[src/rtl/rpl_pkg.sv]
package rpl_pkg;

   localparam int unsigned FRAC_ONE    = 4096;
   localparam int unsigned FRAC_W      = 13;   // holds 0 .. FRAC_ONE
   localparam int unsigned MAX_STEPS   = 64;
   localparam int unsigned STEP_W      = 6;    // step index 0 .. MAX_STEPS-1
   localparam int unsigned COUNT_W     = 7;    // step count 0 .. 127
   localparam int unsigned COLOR_W     = 16;
   localparam int unsigned ENTRY_W     = 4;
   localparam int unsigned CH_W        = 5;
   localparam int unsigned REQ_DATA_W  = 40;
   localparam int unsigned RSP_DATA_W  = 32;
   localparam int unsigned RST_STEPS   = 16;

   // per-step increment of the blend factor: FRAC_ONE = q*S + r
   localparam logic [FRAC_W-1:0] STEP_Q [MAX_STEPS] = '{
      13'(FRAC_ONE/1),  13'(FRAC_ONE/2),  13'(FRAC_ONE/3),  13'(FRAC_ONE/4),
      13'(FRAC_ONE/5),  13'(FRAC_ONE/6),  13'(FRAC_ONE/7),  13'(FRAC_ONE/8),
      13'(FRAC_ONE/9),  13'(FRAC_ONE/10), 13'(FRAC_ONE/11), 13'(FRAC_ONE/12),
      13'(FRAC_ONE/13), 13'(FRAC_ONE/14), 13'(FRAC_ONE/15), 13'(FRAC_ONE/16),
      13'(FRAC_ONE/17), 13'(FRAC_ONE/18), 13'(FRAC_ONE/19), 13'(FRAC_ONE/20),
      13'(FRAC_ONE/21), 13'(FRAC_ONE/22), 13'(FRAC_ONE/23), 13'(FRAC_ONE/24),
      13'(FRAC_ONE/25), 13'(FRAC_ONE/26), 13'(FRAC_ONE/27), 13'(FRAC_ONE/28),
      13'(FRAC_ONE/29), 13'(FRAC_ONE/30), 13'(FRAC_ONE/31), 13'(FRAC_ONE/32),
      13'(FRAC_ONE/33), 13'(FRAC_ONE/34), 13'(FRAC_ONE/35), 13'(FRAC_ONE/36),
      13'(FRAC_ONE/37), 13'(FRAC_ONE/38), 13'(FRAC_ONE/39), 13'(FRAC_ONE/40),
      13'(FRAC_ONE/41), 13'(FRAC_ONE/42), 13'(FRAC_ONE/43), 13'(FRAC_ONE/44),
      13'(FRAC_ONE/45), 13'(FRAC_ONE/46), 13'(FRAC_ONE/47), 13'(FRAC_ONE/48),
      13'(FRAC_ONE/49), 13'(FRAC_ONE/50), 13'(FRAC_ONE/51), 13'(FRAC_ONE/52),
      13'(FRAC_ONE/53), 13'(FRAC_ONE/54), 13'(FRAC_ONE/55), 13'(FRAC_ONE/56),
      13'(FRAC_ONE/57), 13'(FRAC_ONE/58), 13'(FRAC_ONE/59), 13'(FRAC_ONE/60),
      13'(FRAC_ONE/61), 13'(FRAC_ONE/62), 13'(FRAC_ONE/63), 13'(FRAC_ONE/64)
   };

   localparam logic [STEP_W-1:0] STEP_R [MAX_STEPS] = '{
      6'(FRAC_ONE%1),  6'(FRAC_ONE%2),  6'(FRAC_ONE%3),  6'(FRAC_ONE%4),
      6'(FRAC_ONE%5),  6'(FRAC_ONE%6),  6'(FRAC_ONE%7),  6'(FRAC_ONE%8),
      6'(FRAC_ONE%9),  6'(FRAC_ONE%10), 6'(FRAC_ONE%11), 6'(FRAC_ONE%12),
      6'(FRAC_ONE%13), 6'(FRAC_ONE%14), 6'(FRAC_ONE%15), 6'(FRAC_ONE%16),
      6'(FRAC_ONE%17), 6'(FRAC_ONE%18), 6'(FRAC_ONE%19), 6'(FRAC_ONE%20),
      6'(FRAC_ONE%21), 6'(FRAC_ONE%22), 6'(FRAC_ONE%23), 6'(FRAC_ONE%24),
      6'(FRAC_ONE%25), 6'(FRAC_ONE%26), 6'(FRAC_ONE%27), 6'(FRAC_ONE%28),
      6'(FRAC_ONE%29), 6'(FRAC_ONE%30), 6'(FRAC_ONE%31), 6'(FRAC_ONE%32),
      6'(FRAC_ONE%33), 6'(FRAC_ONE%34), 6'(FRAC_ONE%35), 6'(FRAC_ONE%36),
      6'(FRAC_ONE%37), 6'(FRAC_ONE%38), 6'(FRAC_ONE%39), 6'(FRAC_ONE%40),
      6'(FRAC_ONE%41), 6'(FRAC_ONE%42), 6'(FRAC_ONE%43), 6'(FRAC_ONE%44),
      6'(FRAC_ONE%45), 6'(FRAC_ONE%46), 6'(FRAC_ONE%47), 6'(FRAC_ONE%48),
      6'(FRAC_ONE%49), 6'(FRAC_ONE%50), 6'(FRAC_ONE%51), 6'(FRAC_ONE%52),
      6'(FRAC_ONE%53), 6'(FRAC_ONE%54), 6'(FRAC_ONE%55), 6'(FRAC_ONE%56),
      6'(FRAC_ONE%57), 6'(FRAC_ONE%58), 6'(FRAC_ONE%59), 6'(FRAC_ONE%60),
      6'(FRAC_ONE%61), 6'(FRAC_ONE%62), 6'(FRAC_ONE%63), 6'(FRAC_ONE%64)
   };

   typedef struct packed {
      logic load;   // capture a new pair, restart step walk
      logic emit;   // produce one result word into the output register
   } rpl_cmd_type;

   typedef struct packed {
      logic last_step;  // current step is the final one for this pair
   } rpl_status_type;

   // a*(1-f) + b*f rewritten as a + (b-a)*f, one signed multiply
   function automatic logic [CH_W-1:0] blend_ch(input logic [CH_W-1:0] a,
                                                input logic [CH_W-1:0] b,
                                                input logic [FRAC_W-1:0] f);
      logic signed [CH_W:0]        diff;
      logic signed [CH_W+FRAC_W:0] prod;
      logic signed [CH_W+FRAC_W:0] sum;
      diff = $signed({1'b0, b}) - $signed({1'b0, a});
      prod = diff * $signed({1'b0, f});
      sum  = $signed({2'b00, a, 12'd0}) + prod;
      return sum[16:12];
   endfunction

endpackage

[src/rtl/rpl_ctrl.sv]
module rpl_ctrl import rpl_pkg::*; (
   input  logic           clock,
   input  logic           reset,
   input  logic           req_tvalid,
   output logic           req_tready,
   input  logic           out_free,
   input  rpl_status_type status,
   output rpl_cmd_type    cmd
);

   localparam logic ST_IDLE = 1'b0;
   localparam logic ST_RUN  = 1'b1;

   logic state_ff, state_in;

   assign req_tready = (state_ff == ST_IDLE);
   assign cmd.load   = req_tvalid && req_tready;
   assign cmd.emit   = (state_ff == ST_RUN) && out_free;

   always_comb begin
      state_in = state_ff;
      case (state_ff)
         ST_IDLE: begin
            if (cmd.load) state_in = ST_RUN;
         end
         ST_RUN: begin
            if (cmd.emit && status.last_step) state_in = ST_IDLE;
         end
         default: state_in = ST_IDLE;
      endcase
   end

   always_ff @(posedge clock) begin
      if (reset) state_ff <= ST_IDLE;
      else       state_ff <= state_in;
   end

endmodule

[src/rtl/rpl_datapath.sv]
module rpl_datapath import rpl_pkg::*; (
   input  logic                  clock,
   input  logic                  reset,
   input  logic                  csr_we,
   input  logic [COUNT_W-1:0]    csr_wdata,
   input  logic [REQ_DATA_W-1:0] req_tdata,
   input  rpl_cmd_type           cmd,
   output rpl_status_type        status,
   output logic                  out_free,
   output logic                  rsp_tvalid,
   input  logic                  rsp_tready,
   output logic [RSP_DATA_W-1:0] rsp_tdata,
   output logic                  rsp_tlast
);

   logic [COUNT_W-1:0] cfg_steps_ff;
   logic [COUNT_W-1:0] steps_eff;
   logic [STEP_W-1:0]  tbl_idx;

   // working state of the step walk
   logic [COUNT_W-1:0] steps_ff, steps_in;
   logic [FRAC_W-1:0]  inc_q_ff, inc_q_in;
   logic [STEP_W-1:0]  inc_r_ff, inc_r_in;
   logic [STEP_W-1:0]  step_ff, step_in;
   logic [FRAC_W-1:0]  frac_ff, frac_in;
   logic [STEP_W-1:0]  rem_ff, rem_in;
   logic [COUNT_W-1:0] rem_sum;

   // held pair
   logic [COLOR_W-1:0] color_a_ff, color_b_ff;
   logic [ENTRY_W-1:0] entry_ff;

   // output register
   logic                  out_valid_ff, out_valid_in;
   logic [RSP_DATA_W-1:0] out_data_ff;
   logic                  out_last_ff;
   logic [COLOR_W-1:0]    blended;

   always_ff @(posedge clock) begin
      if (reset) cfg_steps_ff <= COUNT_W'(RST_STEPS);
      else if (csr_we) cfg_steps_ff <= csr_wdata;
   end

   // zero acts as one, above the maximum saturates
   always_comb begin
      steps_eff = cfg_steps_ff;
      if (cfg_steps_ff == '0) steps_eff = COUNT_W'(1);
      else if (cfg_steps_ff > COUNT_W'(MAX_STEPS)) steps_eff = COUNT_W'(MAX_STEPS);
   end
   assign tbl_idx = STEP_W'(steps_eff - COUNT_W'(1));

   assign status.last_step = ({1'b0, step_ff} + COUNT_W'(1)) == steps_ff;
   assign rem_sum = {1'b0, rem_ff} + {1'b0, inc_r_ff};

   always_comb begin
      steps_in = steps_ff;
      inc_q_in = inc_q_ff;
      inc_r_in = inc_r_ff;
      step_in  = step_ff;
      frac_in  = frac_ff;
      rem_in   = rem_ff;
      if (cmd.load) begin
         steps_in = steps_eff;
         inc_q_in = STEP_Q[tbl_idx];
         inc_r_in = STEP_R[tbl_idx];
         step_in  = '0;
         frac_in  = '0;
         rem_in   = '0;
      end else if (cmd.emit && !status.last_step) begin
         step_in = step_ff + STEP_W'(1);
         // remainder stays below steps, so one compare-subtract carries
         if (rem_sum >= steps_ff) begin
            rem_in  = STEP_W'(rem_sum - steps_ff);
            frac_in = frac_ff + inc_q_ff + FRAC_W'(1);
         end else begin
            rem_in  = STEP_W'(rem_sum);
            frac_in = frac_ff + inc_q_ff;
         end
      end
   end

   always_ff @(posedge clock) begin
      if (reset) begin
         steps_ff <= COUNT_W'(1);
         inc_q_ff <= '0;
         inc_r_ff <= '0;
         step_ff  <= '0;
         frac_ff  <= '0;
         rem_ff   <= '0;
      end else begin
         steps_ff <= steps_in;
         inc_q_ff <= inc_q_in;
         inc_r_ff <= inc_r_in;
         step_ff  <= step_in;
         frac_ff  <= frac_in;
         rem_ff   <= rem_in;
      end
   end

   always_ff @(posedge clock) begin
      if (cmd.load) begin
         color_a_ff <= req_tdata[15:0];
         color_b_ff <= req_tdata[31:16];
         entry_ff   <= req_tdata[35:32];
      end
   end

   assign blended = {color_a_ff[15] | color_b_ff[15],
                     blend_ch(color_a_ff[14:10], color_b_ff[14:10], frac_ff),
                     blend_ch(color_a_ff[9:5],   color_b_ff[9:5],   frac_ff),
                     blend_ch(color_a_ff[4:0],   color_b_ff[4:0],   frac_ff)};

   assign out_free = !out_valid_ff || rsp_tready;

   always_comb begin
      out_valid_in = out_valid_ff;
      if (cmd.emit)        out_valid_in = 1'b1;
      else if (rsp_tready) out_valid_in = 1'b0;
   end

   always_ff @(posedge clock) begin
      if (reset) out_valid_ff <= 1'b0;
      else       out_valid_ff <= out_valid_in;
   end

   always_ff @(posedge clock) begin
      if (cmd.emit) begin
         out_data_ff <= {6'd0, entry_ff, step_ff, blended};
         out_last_ff <= status.last_step;
      end
   end

   assign rsp_tvalid = out_valid_ff;
   assign rsp_tdata  = out_data_ff;
   assign rsp_tlast  = out_last_ff;

   a_load_clears: assert property (@(posedge clock) disable iff (reset)
      cmd.load |=> (step_ff == '0) && (frac_ff == '0) && (rem_ff == '0))
      else $error("step walk not restarted on load");

   a_rem_bound: assert property (@(posedge clock) disable iff (reset)
      rem_ff < steps_ff)
      else $error("blend remainder out of range");

   a_frac_bound: assert property (@(posedge clock) disable iff (reset)
      frac_ff[FRAC_W-1] == 1'b0)
      else $error("blend factor reached one");

   a_emit_fills: assert property (@(posedge clock) disable iff (reset)
      cmd.emit |=> rsp_tvalid)
      else $error("emitted word not presented");

endmodule

[src/rtl/rgb555_palette_lerp_unit.sv]
// channel  dir  word layout (lsb first)                               handshake
// req_     in   tdata: color_a[15:0] color_b[31:16] entry_index[35:32] tvalid/tready
// rsp_     out  tdata: blended_color[15:0] step_index[21:16]          tvalid/tready
//               entry_tag[25:22], tlast = last
// csr_     in   wdata: step_count[6:0]                                 we, no wait
//
// One input word yields S result words, S = step_count (0 reads as 1, >64 as 64).
// Results leave at one per cycle while rsp_tready stays high; the step walk with its
// single blend unit sets that rate.
// The next input is taken once the final result sits in the output register.
// Reset is synchronous; it restores step_count to 16 and empties the output register.
// A stall on rsp_tready freezes the step walk; the output register holds its word.
module rgb555_palette_lerp_unit import rpl_pkg::*; (
   input  logic                  clock,
   input  logic                  reset,
   // config
   input  logic                  csr_we,
   input  logic [COUNT_W-1:0]    csr_wdata,    // step_count[6:0]
   // input stream
   input  logic                  req_tvalid,
   output logic                  req_tready,
   input  logic [REQ_DATA_W-1:0] req_tdata,    // color_a, color_b, entry_index, pad
   // result stream
   output logic                  rsp_tvalid,
   input  logic                  rsp_tready,
   output logic [RSP_DATA_W-1:0] rsp_tdata,    // blended_color, step_index, entry_tag, pad
   output logic                  rsp_tlast     // last step of this pair
);

   rpl_cmd_type    cmd;
   rpl_status_type status;
   logic           out_free;

   // sequencer: idle until a pair arrives, then walks its steps
   rpl_ctrl u_ctrl (
      .clock      (clock),
      .reset      (reset),
      .req_tvalid (req_tvalid),
      .req_tready (req_tready),
      .out_free   (out_free),
      .status     (status),
      .cmd        (cmd)
   );

   // blend factor walk, channel blend and output register
   rpl_datapath u_datapath (
      .clock      (clock),
      .reset      (reset),
      .csr_we     (csr_we),
      .csr_wdata  (csr_wdata),
      .req_tdata  (req_tdata),
      .cmd        (cmd),
      .status     (status),
      .out_free   (out_free),
      .rsp_tvalid (rsp_tvalid),
      .rsp_tready (rsp_tready),
      .rsp_tdata  (rsp_tdata),
      .rsp_tlast  (rsp_tlast)
   );

endmodule
[config.mk]
export PLATFORM = sky130hd
export DESIGN_NAME = rgb555_palette_lerp_unit
export DESIGN_NICKNAME = d
export VERILOG_FILES = /design/src/rtl/rpl_pkg.sv /design/src/rtl/rpl_ctrl.sv /design/src/rtl/rpl_datapath.sv /design/src/rtl/rgb555_palette_lerp_unit.sv
export SDC_FILE = /design/constraint.sdc
export NUM_CORES = 1
export LEC_CHECK = 0
export BUFFER_PORTS_ARGS = -buffer_cell sky130_fd_sc_hd__buf_2
export CAP_MARGIN = 40
export CORE_MARGIN = 2
export CORE_UTILIZATION = 50
export CTS_BUF_LIST = sky130_fd_sc_hd__clkbuf_2 sky130_fd_sc_hd__clkbuf_4 sky130_fd_sc_hd__clkbuf_8
export DETAILED_ROUTE_END_ITERATION = 8
export GPL_TIMING_DRIVEN = 0
export HOLD_SLACK_MARGIN = 0.08
export PLACE_DENSITY = 0.68
export SETUP_SLACK_MARGIN = 0.4
export SLEW_MARGIN = 20
export SYNTH_ARGS = -nofsm -noshare
export SYNTH_HDL_FRONTEND = slang
export SYNTH_SLANG_ARGS = --single-unit
[constraint.sdc]
create_clock -name clock -period 6.1 [get_ports clock]
set_input_delay 0 -clock clock [delete_from_list [all_inputs] [get_ports clock]]
set_output_delay 0 -clock clock [all_outputs]
set_load 0.03 [all_outputs]
# ---- Word-level counts from Yosys, hierarchy flattened
# Memory sizes are Yosys's and may differ from the RTL's. A register that Yosys moved wholly into a read port is not among the register bits.
# Cells that the tools add are included.
dict set report word_totals {
  ff_bits 104
  romBits 1216
  in_bits 52
  out_inout_bits 35
  mem_count 2
}
# name depth word_bits rd rd_ports_with_merged_regs wr line_no
set mem_list {}
lappend mem_list {{(name not given)} 64 13 1 1 0 rpl_datapath.sv:64} ;# inc_q_in = STEP_Q[tbl_idx];
lappend mem_list {{(name not given)} 64 6 1 1 0 rpl_datapath.sv:65} ;# inc_r_in = STEP_R[tbl_idx];
dict set report op_classes {
  add_sub_neg 13
  n_mul 3
  order_cmp 2
  eq_ne 1
  muxes 9
  bitwise 3
  reduce_logical 10
}
# op count
set op_table {}
lappend op_table {{$add A17 B17 Y17} 3}
lappend op_table {{$mul A6 B14 Y17} 3}
lappend op_table {{$sub A5 B5 Y6} 3}
lappend op_table {{$mux W7} 2}
lappend op_table {{$add A13 B1 Y13 const B} 1}
lappend op_table {{$add A13 B13 Y13} 1}
lappend op_table {{$mux W13} 1}
lappend op_table {{$add A6 B1 Y7 const B} 1}
lappend op_table {{$add A6 B6 Y7} 1}
lappend op_table {{$eq A7 B7 Y1} 1}
lappend op_table {{$ge A7 B7 Y1} 1}
lappend op_table {{$gt A7 B7 Y1 const B} 1}
lappend op_table {{$logic_not A7 Y1} 1}
lappend op_table {{$not A6 Y7} 1}
lappend op_table {{$add A6 B1 Y6 const B} 1}
lappend op_table {{$mux W6} 1}
lappend op_table {{$sub A6 B1 Y6 const B} 1}
lappend op_table {{$sub A6 B6 Y6} 1}
lappend op_table {{$logic_and A1 B1 Y1} 4}
lappend op_table {{$mux W1} 4}
lappend op_table {{$logic_not A1 Y1} 2}
lappend op_table {{$pmux W1 S2} 1}
lappend op_table {{$reduce_bool A2 Y1} 1}
lappend op_table {{$reduce_or A2 Y1} 1}
lappend op_table {{other kinds (3)} 3}

# ---- Depth between registers and ports, before layout
# Gate-level depths: netlist of run 1.
dict set report depth {
  ltp_word 6
  ltp_mapped 25
}

# ---- Hierarchy
# A second synthesis of run 1 with hierarchy kept.
dict set report hier_totals {
  hier_cells 1513
  area_unflattened_um2 13837.0
}
# module instances cells_per_inst area_per_inst_um2 seq_area_each_um2
set by_module_without_submodules {}
lappend by_module_without_submodules {rpl_datapath 1 1507 13779.5 3072.9}
lappend by_module_without_submodules {rpl_ctrl 1 6 57.6 20.0}

# ---- Worst setup path after synthesis of run 1
# No wires, ideal clock.
dict set report synth_timing {
  kind {register -> register}
  startpoint {register u_datapath.color_b_ff[10]}
  endpoint {register u_datapath.out_data_ff[14] (netlist: u_datapath.rsp_tdata[14]) (data pin)}
  t_arrival_ns 5.220
  required_ns 5.840
  setup_slack_ns 0.620
  path_stages_with_launch 25
  n_path_buf 1
  synth_period_minus_slack_ns 5.480
  cell_sequence {edfxtp_1 > inv_1 > ha_1 > inv_1 > fa_1 > nand2_1 > nand2_1 > a21oi_1 > xnor2_1 > clkbuf_1 > nand2_1 > fa_1 > fa_1 > inv_1 > fa_1 > fa_1 > ha_1 > nand4bb_1 > o21bai_1 > a21o_1 > a21oi_1 > o221ai_1 > o21a_1 > a21oi_1 > xnor2_1}
}
dict set report synth_between {
  elab_chain_len 3
}
# item line_no
set synth_rtl {}
lappend synth_rtl {{from (decl)} rpl_datapath.sv:30} ;# logic [COLOR_W-1:0] color_a_ff, color_b_ff;
lappend synth_rtl {{from (signal assigned)} rpl_datapath.sv:103} ;# color_b_ff <= req_tdata[31:16];
lappend synth_rtl {{$sub A5 B5 Y6} rpl_pkg.sv:70} ;# diff = $signed({1'b0, b}) - $signed({1'b0, a});
lappend synth_rtl {{$mul A6 B14 Y17} rpl_pkg.sv:71} ;# prod = diff * $signed({1'b0, f});
lappend synth_rtl {{$add A17 B17 Y17} rpl_pkg.sv:72} ;# sum = $signed({2'b00, a, 12'd0}) + prod;
lappend synth_rtl {{via u_datapath.blended[14]} rpl_datapath.sv:37} ;# logic [COLOR_W-1:0] blended;
lappend synth_rtl {{to (signal assigned)} rpl_datapath.sv:128} ;# out_data_ff <= {6'd0, entry_ff, step_ff, blended};
lappend synth_rtl {{to (decl)} rpl_datapath.sv:35} ;# logic [RSP_DATA_W-1:0] out_data_ff;
# The timed path passes the listed nets, and every way through them passes these cells.
# A chain may end at the register's enable or synchronous reset.

# ---- Worst setup path after layout of run 1
dict set report layout_timing {
  startpoint {register u_datapath.color_b_ff[11]}
  endpoint {register u_datapath.out_data_ff[14] (netlist: u_datapath.rsp_tdata[14]) (data pin)}
}
# Same word-level chain as after synthesis.

==> impl_metrics.tcl, run 1 <==
set metrics [dict create \
    drc 0 \
    synthFlopType "edfxtp_1" \
    port_buffers 75 \
    synth.top_cells.by_count "inv_1, fa_1, nor2_1, ha_1, nand2_1" \
    cts_tree "done" \
    nets 2074 \
    crit_path_max_fanout 10 \
    synth_area_leaders "fa_1, edfxtp_1, ha_1" \
    slowest_stage "fa_1" \
    crit_arrival_ps 5810 \
    htreeDepth 4 \
    grt_pass1_vias 11900 \
    period_share 0.918 \
    grt_use_total 0.267 \
    antenna-diode-count 0 \
    yosys.area.top_type_share 0.215 \
    clockRootBuffer "clkbuf_8" \
    clock_skew_ps 28.0 \
    fmax_ghz 0.179 \
    fp.dieH_um 171 \
    finalHoldWorstSlack_ps 238 \
    place_congestion 0.953 \
    drive_above_1_share 0.129 \
    row_count 61 \
    place_inst 2017 \
    tightestPinTransition_ps 865 \
    finalHoldViolations 0 \
    maxCapViolCount 0 \
    synth.most_common_cell "inv_1" \
    finalNonFillerCells 2131 \
    multi_input_area_um2 9870 \
    max_stage_delay_ps 560 \
    wl_per_cell_um 17.8 \
    synth_seq_area_share 0.221 \
    antenna_left 0 \
    hpwl_um 27900 \
    yosysWarnings 0 \
    clock-sinks 123 \
    synth.distinct_cells 69 \
    drt_wl_total_um 37900 \
    synth_simple_gate_area_share 0.176 \
    endpoint_kind "register" \
    path_class "register to register" \
    ys_ff_latch 123 \
    grt_setup_unrepaired "true" \
    synth_edf_count 63 \
    seq_area_um2 3090 \
    avgSynthCellArea_um2 8.98 \
    leakagePower_uw 0.00736 \
    vias 11800 \
    core_um2 27600 \
    crit_path_cell_trace "ha_1 -> nor2b_1 -> o21ai_2 -> a21boi_1 -> o21ai_1 -> nand2b_1 -> buf_4 -> clkbuf_2 -> nor2_1 -> fa_1 -> inv_1 -> fa_1 -> inv_1 -> fa_1 -> inv_1 -> fa_1 -> inv_1 -> ha_1 -> or3_1 -> o21a_1 -> a21oi_2 -> xnor2_1" \
    synthAdderAreaFrac 0.333 \
    dr.pass1.iters 5 \
    synthXorXnorAreaFrac 0.0451 \
    die_x_um 171 \
    maxSlewViolCount 0 \
    peakVddDrop_v 0.000111 \
    cts.path.max_buffers 2 \
    async_flop_share 0 \
    grt_max_degree 46 \
    crit_path_start_kind "register" \
    synth_compound_area_frac 0.125 \
    grt_pass1_wl_um 60800 \
    period_minus_slack_ps 5600 \
    area_growth_pct 16.0 \
    postSynthCellCount 1558 \
    power-per-cell-area_nw_per_um2 247 \
    final.setup.worst_slack_ps 503 \
    clk-insertion-delay-late_ps 480 \
    path_clk_slew_ps 90 \
    cts_inserted_buffers 17 \
    synth_top_family_by_area "adder cells" \
    die_area_um2 29300 \
    ios 87 \
    drt-initial-drc-count 684 \
    dp_slack_ps -123 \
    setup_viol 0 \
    initial_utilization 0.506 \
    grt.overflow.total 0 \
    grt_antenna_before_repair 0 \
    relSlewSlack 0.420 \
    hold_class "input pin to register" \
    power_uw 4010 \
    synth.area.mux_share 0.0147 \
    syn_area_um2 14000 \
    required_ps 6310 \
    yosysTopAreaCell "fa_1" \
    viasPerCell 5.52 \
    nFillCells 2478 \
    run_status "complete, no violations" \
]
## sequential cells by signal, indices dropped and copies added, names as in the netlist, 4 cells and up
register,cells
u_datapath.color_a_ff,16
u_datapath.inc_r_ff,6
u_datapath.entry_ff,4
u_datapath.steps_ff,7
u_datapath.rsp_tdata,26
u_datapath.color_b_ff,16
u_datapath.frac_ff,13
u_datapath.inc_q_ff,13
u_datapath.cfg_steps_ff,7
u_datapath.rem_ff,6
u_datapath.step_ff,6
## power by group
group          switching (µW)  internal (µW)
logic                    1300            876
registers                55.0           1000
clock network             438            348
total                    1790           2220
## cell families after synthesis
logic type               after synthesis
adder cells (fa/ha/maj)              282
AO/OA/AOI/OAI                        257
flip-flops                           123
multiplexers                          18
XOR/XNOR                              72
AND/OR/NAND/NOR                      497
buffers and inverters                308
other                                  1
## repair_timing
action                                 in CTS  in global routing
endpoints found under the hold margin      49                  0
resized for setup                          38                 38
setup buffers                              22                  7
hold buffers                               53                  0
pin swaps                                  23                 31
setup endpoints to repair                  15                 15
## final cells by class
| class | instances | area share |
|---|---|---|
| multi-input cells | 1132 | 0.608 |
| flip-flops and latches | 123 | 0.191 |
| repair buffers | 158 | 0.0709 |
| clock inverters | 15 | 0.0106 |
| clock buffers | 17 | 0.0144 |
| plain buffers | 83 | 0.0242 |
| well taps | 378 | 0.0291 |
| inverters | 225 | 0.0520 |
## final timing paths
path | start | to | slack, ps | cells after the start
setup / recovery | u_datapath.color_b_ff[11] | u_datapath.rsp_tdata[14] | 500 | 22
hold / removal | req_tdata[8] | u_datapath.color_a_ff[8] | 240 | 2
setup reg to reg | u_datapath.color_b_ff[11] | u_datapath.rsp_tdata[14] | 500 | 22
hold reg to reg | u_datapath.entry_ff[3] | u_datapath.rsp_tdata[25] | 430 | 0
## per-layer routing
layer | global-route usage | vias up | wire [µm]
met5 | 0 | - | 0
met2 | 0.464 | 341 | 18600
met4 | 0.116 | 0 | 1560
met1 | 0.333 | 5817 | 15900
met3 | 0.0359 | 99 | 1900
li1 | - | 5504 | -
## cell usage in the layout (no fill, tap or decap), types with 28 or more instances in the layout
cell type	n
a21oi_1	49
and2_1	102
buf_2	79
buf_4	39
clkbuf_1	54
dfxtp_1	60
dlygate4sd3_1	53
edfxtp_1	63
fa_1	147
ha_1	129
inv_1	216
nand2_1	123
nand2b_1	28
nor2_1	131
o21ai_0	40
xnor2_1	45
## worst max-delay path, delay by kind of cell (launching register included)
| kind | cells | cell delay (ps) |
|---|---|---|
| adders and majority gates | 6 | 2660 |
| and+or+nand+nor | 4 | 820 |
| AOI/OAI and AO/OA | 5 | 780 |
| buffers and inverters | 6 | 610 |
| DFF | 1 | 420 |
| xor gates and xnor gates | 1 | 80 |
## stage by stage
| stage | util | setup TNS [ps] | area [µm²] |
|---|---|---|---|
| floorplan | - | 0 | 14000 |
| global placement | 0.538 | -45.6 | 14900 |
| detailed placement | 0.539 | -292 | 14900 |
| CTS | 0.583 | 0 | 16100 |
| global route | 0.588 | 0 | 16200 |
| finish | 0.588 | 0 | 16200 |
No activity file was read; power rests on OpenSTA's default activity.
==> run 2: changes to the inputs <==
Settings changed: PLACE_DENSITY 0.68 to 0.77.
==> run 2 against run 1 <==
Hold slack improved by 0.85 ps. Wire length is 1.1% lower. Die area unchanged. Sequential share of layout area hardly changed. Critical path depth is 2 higher. Setup slack improved by 16 ps. Clock power up 2%. Register-to-register slack better by 20 ps. Total power about the same. Clock skew down 11 ps. Sequential cell count unchanged.
==> impl_metrics.tcl, run 2 (synthesis results as in run 1) <==
set metrics [dict create \
    fp.dieH_um 171 \
    rrSetupSlack_ps 520 \
    slowest_stage "fa_1" \
    antenna-diode-count 0 \
    drive_above_1_share 0.128 \
    crit_path_max_fanout 2 \
    drc 0 \
    p_sw_uw 1730 \
    place_congestion 0.927 \
    clockRootBuffer "clkbuf_8" \
    hold_class "input pin to register" \
    vias 11800 \
    relSlewSlack 0.430 \
    p_seq_frac 0.263 \
    peakVddDrop_v 0.000135 \
    r2r-start "u_datapath.color_b_ff[0]" \
    fmax_ghz 0.179 \
    hold_depth 2 \
    leakagePower_uw 0.00736 \
    timing.rr.end "u_datapath.rsp_tdata[4]" \
    clock-sinks 123 \
    cts.path.max_buffers 2 \
    ios 87 \
    final_cell_mix "inv_1, fa_1, nor2_1" \
    holdPathEnd "u_datapath.color_a_ff[3]" \
    period_share 0.915 \
    clk-insertion-delay-late_ps 460 \
    max_stage_delay_ps 510 \
    cts_tree "done" \
    core_um2 27600 \
    die_x_um 171 \
    power-per-cell-area_nw_per_um2 248 \
    antenna_left 0 \
    htreeDepth 4 \
    crit_arrival_ps 5770 \
    grt_use_total 0.262 \
    swShare 0.431 \
    initial_utilization 0.506 \
    crit_path_start_kind "register" \
    dr.pass1.iters 5 \
    grt.overflow.total 0 \
    grt_max_degree 46 \
    drt_wl_total_um 37500 \
    hpwl_um 27000 \
    tightestPinTransition_ps 849 \
    maxCapViolCount 0 \
    power_frac_comb 0.537 \
    port_buffers 75 \
    mostFrequentLayoutCell "inv_1" \
    area_growth_pct 16.0 \
    run_status "complete, no violations" \
    grt_antenna_before_repair 0 \
    hp-start "req_tdata[3]" \
    finalHoldViolations 0 \
    nets 2072 \
    fin_util 0.587 \
    grt_setup_unrepaired "true" \
    grt_pass1_vias 12100 \
    worst-r2r-cell-count 24 \
    required_ps 6290 \
    clock_skew_ps 16.6 \
    row_count 61 \
    power.internal_uw 2290 \
    viasPerCell 5.54 \
    path_class "register to register" \
    cts_inserted_buffers 17 \
    endpoint_kind "register" \
    path_clk_slew_ps 90 \
    drt-initial-drc-count 813 \
    pwr-share-clk 0.200 \
    maxSlewViolCount 0 \
    crit_path_cell_trace "inv_1 -> ha_2 -> inv_2 -> fa_2 -> nand2_2 -> nand2_2 -> a21oi_4 -> xnor2_2 -> buf_4 -> nand2_4 -> fa_1 -> fa_1 -> inv_1 -> fa_1 -> fa_1 -> ha_1 -> nand4b_1 -> o21bai_1 -> a21oi_1 -> o211ai_1 -> nand2_1 -> o2111ai_2 -> a21oi_2 -> xnor2_1" \
    largest_reg_flops 26 \
    finalSetupTns_ps 0 \
    setup_viol 0 \
    crit_top_cell "fa_1" \
    wl_per_cell_um 17.6 \
    grt_pass1_wl_um 60100 \
    period_minus_slack_ps 5580 \
    die_area_um2 29300 \
]
## run 2: cell types whose count changed in the layout (fill, tap and decap cells not counted), moves of 2 or more
cell       previous run  this run
inv_8                 6         1
bufinv_16             1         3
o21ai_1               6         4
a31o_4                2         0
a21oi_2              11         6
o21ai_0              40        42
nand2_1             123       121
clkbuf_8             19        17
a21oi_1              49        53
a31o_2                1         3
clkbuf_4              2         5
## run 2: how the worst max path moves through the flow
stage | start | endpoint | slack [ps]
floorplan | u_datapath.color_b_ff[10] | u_datapath.rsp_tdata[14] | 620
global placement | u_datapath.color_a_ff[10] | u_datapath.rsp_tdata[14] | 30
detailed placement | u_datapath.color_a_ff[0] | u_datapath.rsp_tdata[4] | -120
CTS | u_datapath.color_b_ff[0] | u_datapath.rsp_tdata[4] | 360
global route | u_datapath.color_b_ff[0] | u_datapath.rsp_tdata[4] | 260
finish | u_datapath.color_b_ff[0] | u_datapath.rsp_tdata[4] | 520
## run 2: critical path: cells and delay by family (launching register included)
| family | cells | cell delay (ps) |
|---|---|---|
| adders and majority gates | 7 | 2850 |
| AOI/OAI and AO/OA | 6 | 1040 |
| and+or+nand+nor | 5 | 440 |
| DFF | 1 | 370 |
| buffers and inverters | 4 | 330 |
| xor gates and xnor gates | 2 | 280 |
## run 2: stage by stage
stage                     power [µW]  worst slack [ps]  area (µm²)  instances  hold slack (ps)
after floorplan                 2540               620       14000       1563             98.9
after global placement          2980              30.4       14900       2016              176
after detailed placement        3040              -123       14900       2017              179
after CTS                       3940               362       16000       2113              220
after global routing            4320               264       16200       2129              212
final                           4020               519       16200       2129              238
## run 2: repair_timing
action / CTS / global route
setup buffers: 11 / 16
pin swaps: 10 / 37
endpoints found under the setup margin: 13 / 13
hold endpoints to repair: 49 / 0
hold buffers: 53 / 0
resized for setup: 26 / 51
## run 2: layer usage
metal  part of all wire  GRT usage  vias up
met5                  0          0        -
met4              0.041      0.119        0
met3              0.059     0.0391      104
met2               0.50      0.460      421
met1               0.40      0.318     5774
li1                   -          -     5488
## run 2: layout make-up
cell class | count | area [µm²]
tap | 378 | 473
timing repair buffer | 156 | 1140
multi-input combinational | 1132 | 9870
clock inverter | 14 | 184
inverter | 225 | 845
buffer | 83 | 384
sequential | 123 | 3090
clock buffer | 18 | 241
fill | 2375 | 11400
## run 2: power by group through the flow
stage	Clock [µW]	Sequential (µW)	Combinational [µW]
finish	805	1060	2160
detailed placement	0	1070	1970
CTS	819	1050	2070
floorplan	0	1150	1400
global route	846	1060	2410
global placement	0	1070	1910
==> run 3: changes to the inputs <==
Settings changed: SYNTH_HIERARCHICAL set to 1.
==> run 3 against run 2 <==
Total power rose by 4.3%. Setup slack improved by 51 ps. Hold slack got worse by 31 ps. Global-route usage fell by 0.51 points. Final area fell by 1.4%. Critical path type unchanged.
==> impl_metrics.tcl, run 3 <==
set metrics [dict create \
    dr.pass1.iters 6 \
    path_class "register to register" \
    run_status "complete, no violations" \
    endpoint_kind "register" \
    synth_edf_count 63 \
    relSlewSlack 0.456 \
    r2r-start "u_datapath/color_b_ff[0]" \
    hold_depth 2 \
    p_sw_uw 1810 \
    maxCapViolCount 0 \
    drt-initial-drc-count 786 \
    grt_pass1_wl_um 58800 \
    grt.overflow.total 0 \
    hp-start "req_tvalid" \
    power_uw 4190 \
    crit_path_max_fanout 10 \
    clockRootBuffer "clkbuf_8" \
    hpwl_um 26500 \
    core_um2 27000 \
    finalHoldWorstSlack_ps 208 \
    drt_wl_total_um 36400 \
    setup_viol 0 \
    synth.distinct_cells 79 \
    largest_reg_flops 26 \
    ys_ff_latch 123 \
    cts_inserted_buffers 17 \
    synth.top_cells.by_count "inv_1, fa_1, ha_1, nand2_1, nor2_1" \
    ios 87 \
    avgSynthCellArea_um2 9.15 \
    power_frac_comb 0.547 \
    swShare 0.431 \
    synth_area_leaders "fa_1, edfxtp_1, ha_1" \
    antenna_left 0 \
    crit_arrival_ps 5760 \
    peakVddDrop_v 0.000298 \
    synth_seq_area_share 0.224 \
    drc 0 \
    tightestPinTransition_ps 806 \
    hold_class "input pin to register" \
    area_growth_pct 15.6 \
    seq_area_um2 3090 \
    final_cell_mix "inv_1, fa_1, ha_1" \
    fin_area_um2 16000 \
    leakagePower_uw 0.00730 \
    multi_input_area_um2 9760 \
    fin_util 0.592 \
    yosys.area.top_type_share 0.217 \
    htreeDepth 4 \
    synth.most_common_cell "inv_1" \
    finalHoldViolations 0 \
    grt_use_total 0.257 \
    drive_above_1_share 0.128 \
    finalNonFillerCells 2041 \
    period_share 0.907 \
    place_congestion 0.950 \
    synthFlopType "edfxtp_1" \
    crit_path_start_kind "register" \
    fp.dieH_um 170 \
    placed_cell_area_um2 14700 \
    worst-r2r-cell-count 20 \
    mostFrequentLayoutCell "inv_1" \
    holdPathEnd "u_datapath/color_b_ff[7]" \
    grt_antenna_before_repair 0 \
    nFillCells 2247 \
    initial_utilization 0.512 \
    vias 11500 \
    path_clk_slew_ps 90 \
    required_ps 6330 \
    syn_area_um2 13800 \
    row_count 60 \
    clock-sinks 123 \
    period_minus_slack_ps 5530 \
    viasPerCell 5.62 \
    power-per-cell-area_nw_per_um2 262 \
    cts.path.max_buffers 2 \
    port_buffers 75 \
    die_x_um 170 \
    grt_max_degree 30 \
    yosysWarnings 6 \
    grt_setup_unrepaired "true" \
    fmax_ghz 0.181 \
    place_inst 1935 \
    postSynthCellCount 1513 \
    clock_skew_ps 21.9 \
    rrSetupSlack_ps 570 \
    async_flop_share 0 \
    die_area_um2 29000 \
    p_seq_frac 0.253 \
    pwr-share-clk 0.200 \
    maxSlewViolCount 0 \
    cts_tree "done" \
    nets 2020 \
    power.internal_uw 2390 \
    wl_per_cell_um 17.8 \
    grt_pass1_vias 11900 \
    timing.rr.end "u_datapath/rsp_tdata[3]" \
    yosysTopAreaCell "fa_1" \
    clk-insertion-delay-late_ps 470 \
]
==> run 3: per-stage QoR <==
| step | setup WS, ps | TNS [ps] |
|---|---|---|
| 6_report | 570 | 0 |
| 5_1_grt | 328 | 0 |
| 4_1_cts | 373 | 0 |
| 3_5_place_dp | -48.2 | -48.2 |
| 3_3_place_gp | -22.1 | -22.1 |
| 2_1_floorplan | 708 | 0 |
==> run 3: kinds of logic after synthesis <==
kind of cell               after synthesis  share of synthesized area
AOI/OAI and AO/OA                      238                      0.118
xor gates and xnor gates                73                     0.0462
adders and majority gates              282                      0.336
buffers and inverters                  303                     0.0845
DFF                                    123                      0.224
muxes                                   23                     0.0168
other                                    1                   0.000271
and+or+nand+nor                        470                      0.174
==> run 3: critical path, cell delays in order, from the launching register on <==
cell and delay, ps:
edfxtp_1 370, inv_1 70, ha_2 190, inv_2 50, fa_2 410, xor2_1 360
clkbuf_1 450, nand2_1 130, fa_1 490, fa_1 550, inv_1 50, fa_1 430
ha_1 320, ha_1 320, a21o_1 160, a21oi_1 180, o211ai_1 150, nand2_1 110
o2111ai_2 190, buf_4 180, xor2_1 140
==> run 3: power groups by stage <==
stage                     logic, µW  registers (µW)  clock network (µW)
after floorplan                1470            1160                   0
after global placement         2010            1070                   0
after detailed placement       2080            1080                   0
after CTS                      2170            1060                 851
after global routing           2550            1070                 888
final                          2290            1060                 839
==> run 3: repair_timing <==
action | 4_1_cts | 5_1_grt
setup buffers | 9 | 12
endpoints found under the hold margin | 46 | 0
gates resized for setup | 23 | 53
endpoints found under the setup margin | 13 | 13
hold buffers | 53 | 0
pin swaps | 7 | 33
==> run 3: final cells by class <==
class | count | area share
clock inverter | 11 | 0.00946
tap | 341 | 0.0267
inverter | 223 | 0.0523
timing repair buffer | 150 | 0.0677
buffer | 79 | 0.0221
sequential | 123 | 0.193
antenna | 1 | 0.000156
clock buffer | 21 | 0.0181
multi-input combinational | 1092 | 0.610
==> run 3: worst max-delay path by stage <==
stage	startpoint	end	slack [ps]	cells after the start
2_1_floorplan	u_datapath/color_b_ff[5]	u_datapath/rsp_tdata[8]	710	24
3_3_place_gp	u_datapath/color_a_ff[0]	u_datapath/rsp_tdata[4]	-20	23
3_5_place_dp	u_datapath/color_b_ff[0]	u_datapath/rsp_tdata[4]	-50	24
4_1_cts	u_datapath/color_b_ff[0]	u_datapath/rsp_tdata[4]	370	24
5_1_grt	u_datapath/color_b_ff[6]	u_datapath/rsp_tdata[9]	330	21
6_report	u_datapath/color_b_ff[0]	u_datapath/rsp_tdata[3]	570	20
==> run 3: layer usage <==
metal,vias to the layer above,wire length (µm),global-route usage,part of all wire
li1,5312,-,-,-
met5,-,0,0,0
met3,96,2230,0.0440,0.061
met1,5600,15300,0.326,0.42
met2,453,17700,0.435,0.49
met4,0,1180,0.105,0.032
